**src/rtl/pcf_pkg.sv**
```systemverilog
// Shared types and constants for the Pascal case folder.
// Lexical context encoding and the ASCII codes that steer it.
// No dependencies.
package pcf_pkg;

    typedef enum logic [2:0] {
        CTX_PLAIN       = 3'd0,
        CTX_BRACE       = 3'd1,
        CTX_AFTER_PAREN = 3'd2,
        CTX_PSTAR       = 3'd3,
        CTX_PSTAR_STAR  = 3'd4,
        CTX_STRING      = 3'd5,
        CTX_STRING_QUOT = 3'd6
    } ctx_t;

    localparam logic [7:0] CH_LBRACE = 8'h7B;
    localparam logic [7:0] CH_RBRACE = 8'h7D;
    localparam logic [7:0] CH_LPAREN = 8'h28;
    localparam logic [7:0] CH_STAR   = 8'h2A;
    localparam logic [7:0] CH_RPAREN = 8'h29;
    localparam logic [7:0] CH_QUOTE  = 8'h27;
    localparam logic [7:0] CH_UPPER_A = 8'h41;
    localparam logic [7:0] CH_UPPER_Z = 8'h5A;
    localparam logic [7:0] CASE_BIT   = 8'h20;

endpackage

```
**src/rtl/pcf_lexer.sv**
```systemverilog
// Combinational lexer step: next lexical context and the emitted byte.
// Depends on pcf_pkg for ctx_t and character codes.
module pcf_lexer (
    input  pcf_pkg::ctx_t     ctx,
    input  logic [7:0]        in_byte,
    input  logic              first_of_file,
    output pcf_pkg::ctx_t     ctx_next,
    output logic [7:0]        out_byte
);
    import pcf_pkg::*;

    ctx_t       ctx_eff;
    logic       is_upper;
    logic [7:0] folded;
    ctx_t       plain_ctx;

    assign ctx_eff  = first_of_file ? CTX_PLAIN : ctx;
    assign is_upper = (in_byte >= CH_UPPER_A) && (in_byte <= CH_UPPER_Z);
    assign folded   = is_upper ? (in_byte | CASE_BIT) : in_byte;

    // context a plain-text byte leads to
    always_comb
    begin
        case (in_byte)
            CH_LBRACE: plain_ctx = CTX_BRACE;
            CH_LPAREN: plain_ctx = CTX_AFTER_PAREN;
            CH_QUOTE:  plain_ctx = CTX_STRING;
            default:   plain_ctx = CTX_PLAIN;
        endcase
    end

    // next state
    always_comb
    begin
        case (ctx_eff)
            CTX_BRACE:
                ctx_next = (in_byte == CH_RBRACE) ? CTX_PLAIN : CTX_BRACE;
            CTX_AFTER_PAREN:
                ctx_next = (in_byte == CH_STAR) ? CTX_PSTAR : plain_ctx;
            CTX_PSTAR:
                ctx_next = (in_byte == CH_STAR) ? CTX_PSTAR_STAR : CTX_PSTAR;
            CTX_PSTAR_STAR:
                if (in_byte == CH_RPAREN)
                    ctx_next = CTX_PLAIN;
                else
                    ctx_next = (in_byte == CH_STAR) ? CTX_PSTAR_STAR : CTX_PSTAR;
            CTX_STRING:
                ctx_next = (in_byte == CH_QUOTE) ? CTX_STRING_QUOT : CTX_STRING;
            CTX_STRING_QUOT:
                ctx_next = (in_byte == CH_QUOTE) ? CTX_STRING : plain_ctx;
            default:
                ctx_next = plain_ctx;
        endcase
    end

    // output byte: folded only when the byte is read as plain text
    always_comb
    begin
        case (ctx_eff)
            CTX_BRACE, CTX_PSTAR, CTX_PSTAR_STAR, CTX_STRING:
                out_byte = in_byte;
            CTX_AFTER_PAREN:
                out_byte = (in_byte == CH_STAR) ? in_byte : folded;
            CTX_STRING_QUOT:
                out_byte = (in_byte == CH_QUOTE) ? in_byte : folded;
            default:
                out_byte = folded;
        endcase
    end

endmodule

```
**src/rtl/pascal_case_folder.sv**
```systemverilog
// Top level of the Pascal case folder: context register and output register.
// Depends on pcf_pkg and pcf_lexer.
//
// Takes one byte of Pascal source per word and returns one byte per word,
// lower-casing A..Z in plain text and passing comments and strings unchanged.
// A byte is taken whenever in_ready is high; its result appears in the output
// register in the cycle after acceptance. Throughput is one word per cycle
// while the output is not stalled, set by the context update loop; the output
// register lets a new word in whenever the held result is taken in the same
// cycle. first_of_file clears the context before its byte is handled.
module pascal_case_folder (
    input  logic       clk,
    input  logic       rst_n,
    input  logic       in_valid,
    output logic       in_ready,
    input  logic [7:0] in_byte,
    input  logic       first_of_file,
    output logic       out_valid,
    input  logic       out_ready,
    output logic [7:0] out_byte
);
    import pcf_pkg::*;

    ctx_t       ctx_reg;
    ctx_t       ctx_next;
    logic       out_valid_reg;
    logic [7:0] out_byte_reg;
    logic [7:0] out_byte_next;
    logic       accept;

    pcf_lexer u_lexer (
        .ctx           (ctx_reg),
        .in_byte       (in_byte),
        .first_of_file (first_of_file),
        .ctx_next      (ctx_next),
        .out_byte      (out_byte_next)
    );

    assign in_ready = !out_valid_reg || out_ready;
    assign accept   = in_valid && in_ready;

    always_ff @(posedge clk or negedge rst_n)
    begin
        if (!rst_n)
        begin
            ctx_reg       <= CTX_PLAIN;
            out_valid_reg <= 1'b0;
        end
        else
        begin
            if (accept)
                ctx_reg <= ctx_next;
            if (accept)
                out_valid_reg <= 1'b1;
            else if (out_ready)
                out_valid_reg <= 1'b0;
        end
    end

    always_ff @(posedge clk)
    begin
        if (accept)
            out_byte_reg <= out_byte_next;
    end

    assign out_valid = out_valid_reg;
    assign out_byte  = out_byte_reg;

    // every accepted word yields a result next cycle
    a_result_follows: assert property (@(posedge clk) disable iff (!rst_n)
        accept |=> out_valid)
        else $error("accepted word produced no result");

    // an empty output stage never back-pressures the source
    a_ready_when_empty: assert property (@(posedge clk) disable iff (!rst_n)
        !out_valid_reg |-> in_ready)
        else $error("input stalled with empty output register");

    // string bodies pass bytes untouched
    a_string_passthrough: assert property (@(posedge clk) disable iff (!rst_n)
        (accept && !first_of_file && ctx_reg == CTX_STRING)
        |=> out_byte == $past(in_byte))
        else $error("byte altered inside string");

    // start of file with an ordinary byte leaves plain text
    a_first_plain: assert property (@(posedge clk) disable iff (!rst_n)
        (accept && first_of_file && in_byte != CH_LBRACE
         && in_byte != CH_LPAREN && in_byte != CH_QUOTE)
        |=> ctx_reg == CTX_PLAIN)
        else $error("context not plain after start of file");

endmodule
```
**config.mk**
```make
export PLATFORM = sky130hd
export DESIGN_NAME = pascal_case_folder
export DESIGN_NICKNAME = d
export VERILOG_FILES = /design/src/rtl/pcf_pkg.sv /design/src/rtl/pcf_lexer.sv /design/src/rtl/pascal_case_folder.sv
export SDC_FILE = /design/constraint.sdc
export NUM_CORES = 1
export LEC_CHECK = 0
export BUFFER_PORTS_ARGS = -buffer_cell sky130_fd_sc_hd__buf_4
export CAP_MARGIN = 20
export CORE_MARGIN = 1.5
export CORE_UTILIZATION = 43
export DETAILED_ROUTE_END_ITERATION = 12
export GPL_ROUTABILITY_DRIVEN = 0
export PLACE_DENSITY = 0.8
export REMOVE_ABC_BUFFERS = 1
export SLEW_MARGIN = 20
export SYNTH_ARGS = -nofsm -noshare
export SYNTH_HDL_FRONTEND = slang
export SYNTH_SLANG_ARGS = --single-unit
```
**constraint.sdc**
```tcl
create_clock -name clk -period 1.5 [get_ports clk]
set_input_delay 0 -clock clk [delete_from_list [all_inputs] [get_ports clk]]
set_output_delay 0 -clock clk [all_outputs]
set_load 0.03 [all_outputs]
```
==> results.md <==
- Run status: complete, but fails checks
- Failing checks: setup timing
- Actual slew at the worst max-slew pin: 0.537 ns
- Placed cells: 118
- Share of cells above drive strength 1: 49.6%
- CP Max Fanout: 4
- Power Internal: 653 µW
- Hold Path Origin: in_byte[5]
- Crit Path Class: flip-flop to flip-flop
- Vias in the first global route: 743
- Pin count of the biggest net entering global routing: 12
- Root Driver: clkbuf_4
- Die height: 43.7 µm
- Worst skew pair latency: 0.26 ns
- CP endpoint kind: flip-flop
- First-pass GRT wire length: 3.32 mm
- Drt initial violations: 50
- CP arrival: 1.81 ns
- Maximum vdd drop: 0.437 mV
- Gate power share: 35.5%
- Worst Hold Class: input pin to flip-flop
- R2R Path Start: ctx_reg[0]$_DFFE_PN0P_
- CTS H-Tree Depth: 1
- Gr usage total: 23.8%
- Diode count: 0
- Final WS setup: -0.139 ns
- Power per cell area: 817 nW/µm²
- Highest clock rate: 610 MHz
- CP startpoint: ctx_reg[0]$_DFFE_PN0P_
- Final Setup Violations: 3
- DIE WIDTH: 43.7 µm
- Net Switching: 302 µW
- CTS tree: yes
- Overflow after GRT: 0
- Flip-flop and latch area: 343 µm²
- Max FFs per register: 8
- Top cell type's share of synthesized area: 33.7%
- Clock slew at reported path FFs: 0.08 ns
- Synthesized area per cell: 10.0 µm²
- Avg WL per Cell: 18.3 µm
- Die ar.: 1910 µm²
- Max-slew violation count: 0
- # IOs: 23
- Fin cells: 129
- Nets@finish: 127
- Post-DP HPWL: 1.46 mm
- TritonCTS Buffers: 3
- Ys Warns: 0
- Area of the multi-input gates: 439 µm²
- Antenna-violating nets left: 0
- Worst clock skew: 0.00557 ns
- Total wire length: 2.36 mm
- Initial antenna violation count: 0
- RSZ-0062 raised after global routing: yes
- TritonRoute pass-1 iters: 4
- Area Overhead vs Synth: 64.3%
- Crit share post-route: 109%
- Fin Setup TNS: -0.231 ns
- Top post-synthesis cells by area: edfxtp_1 34%, dfrtp_1 14%, nand2b_1 4.4%
- Count of cell types in the netlist: 32
- Area leader, netlist: edfxtp_1
- Hold Violations, Final: 0
- Total power: 955 µW
- Mapped cell area: 712 µm²
- Mapped Cells: 71
- Flops & latches, synth: 12
- Sink Count: 12
- Via count: 824
- Filler cells: 95
- Max-cap viol count: 0
- Sequential area share after synthesis: 47.8%
- Rows: 14
- Final routed DRC violation total: 0
- Switching Share: 31.6%
- Via density: 6.39
- Clock share of power: 21.1%
- CTS max path bufs: 2
- DP Worst Slack: -0.193 ns
- IO buf count: 22
- Setup crit start kind: flip-flop
- Sequential share of power: 43.4%
- Placeable Area: 1520 µm²
- LEAKAGE: 0.000487 µW
- Min Tclk post-route: 1.64 ns
- Worst EP required: 1.67 ns
- Slew HR: 63.7%
- Initial Util: 46.7%
[logic make-up (layout without fill, tap and decap cells)]
logic type / Yosys count / count (layout) / share of synthesized area [%]
mux: 1 / 1 / 1.41
compound gates: 15 / 15 / 15.3
flops: 12 / 12 / 47.8
buf+inv: 7 / 49 / 3.69
simple gates: 36 / 36 / 31.8
[synth_stat cells]
master and instances:
a211o_1 1, a211oi_1 3, a21oi_1 2, a22o_1 2, a41o_1 1, and3_1 1, and4_1 1, clkbuf_1 3
dfrtp_1 4, edfxtp_1 8, inv_1 4, mux2i_1 1, nand2_1 4, nand2b_1 5, nand3_1 2, nand4_1 1
nor2_1 5, nor2b_1 1, nor3_1 1, nor3b_1 1, nor4_1 4, nor4b_1 3, nor4bb_1 1, o211a_1 1
o21ai_0 2, o21ai_1 1, o22ai_1 1, o41ai_1 1, or3_1 3, or3b_1 1, or3b_2 1, or4b_4 1
[per-layer routing]
metal  up-vias  wire [µm]  part of all wire [%]  global-route usage (%)
met3        24        204                   8.6                    3.75
met4         0        121                   5.1                    18.2
met2        65       1160                    49                    38.5
met1       376        877                    37                    27.9
li1        359          -                     -                       -
met5         -          0                     0                       0
[layout make-up]
| class | count | area share [%] |
|---|---|---|
| Timing Repair Buffer | 41 | 27.9 |
| Clock buffer | 4 | 2.25 |
| Inverter | 4 | 1.28 |
| Multi-Input combinational cell | 52 | 37.5 |
| Tap cell | 16 | 1.71 |
| Sequential cell | 12 | 29.3 |
[repair_timing]
item,4_1_cts,5_1_grt
hold buffers,3,0
resized for setup,7,15
endpoints found under the setup margin,3,3
pin swaps,2,8
buffers inserted,0,4
endpoints found under the hold margin,6,0
[path summary, 6_finish.rpt]
path / cells after the start / slack, ns / to
worst min-delay path: 2 / 0.05 / out_byte[5]$_DFFE_PP_
worst min register to register: 2 / 0.56 / out_valid$_DFFE_PN0P_
max in group asynchronous: 2 / 1.30 / ctx_reg[1]$_DFFE_PN0P_
worst max-delay path: 6 / -0.14 / ctx_reg[1]$_DFFE_PN0P_
worst max register to register: 6 / -0.14 / ctx_reg[1]$_DFFE_PN0P_
min in group asynchronous: 2 / 0.09 / ctx_reg[2]$_DFFE_PN0P_
[power groups by stage]
stage	combinational [µW]	sequential [µW]	clock, µW
finish	339	415	202
global route	361	417	219
CTS	279	404	203
detailed placement	259	408	0
global placement	247	408	0
floorplan	87.4	440	0
[critical path, cell delays in order (launching register included)]
cell      delay (ns)
dfrtp_1         0.44
buf_6           0.15
nor4b_4         0.30
nor4_2          0.07
a211oi_2        0.29
o41ai_2         0.12
o21ai_1         0.17
[cells in the final DEF, fill, tap and decap left out, types with 2 or more instances in the layout]
master	instances
dfrtp_1	2
dfrtp_2	2
inv_1	4
or3_1	2
nand2b_1	5
a22o_1	2
buf_6	3
nor2_1	4
o21ai_1	3
nor4b_4	2
nor4_2	2
edfxtp_1	8
nor4_1	2
dlygate4sd3_1	3
nand2_1	4
clkbuf_4	3
nand3_1	2
buf_4	35
[through the flow]
stage	utilization (%)	hold WS, ns	instance area [µm²]
6_report	76.8	0.0452	1170
3_3_place_gp	64.0	-0.202	976
4_1_cts	69.8	0.0243	1060
2_1_floorplan	-	-0.296	701
3_5_place_dp	64.0	-0.202	976
5_1_grt	76.8	0.0364	1170
Note: power is estimated with default switching activity, not from simulation.
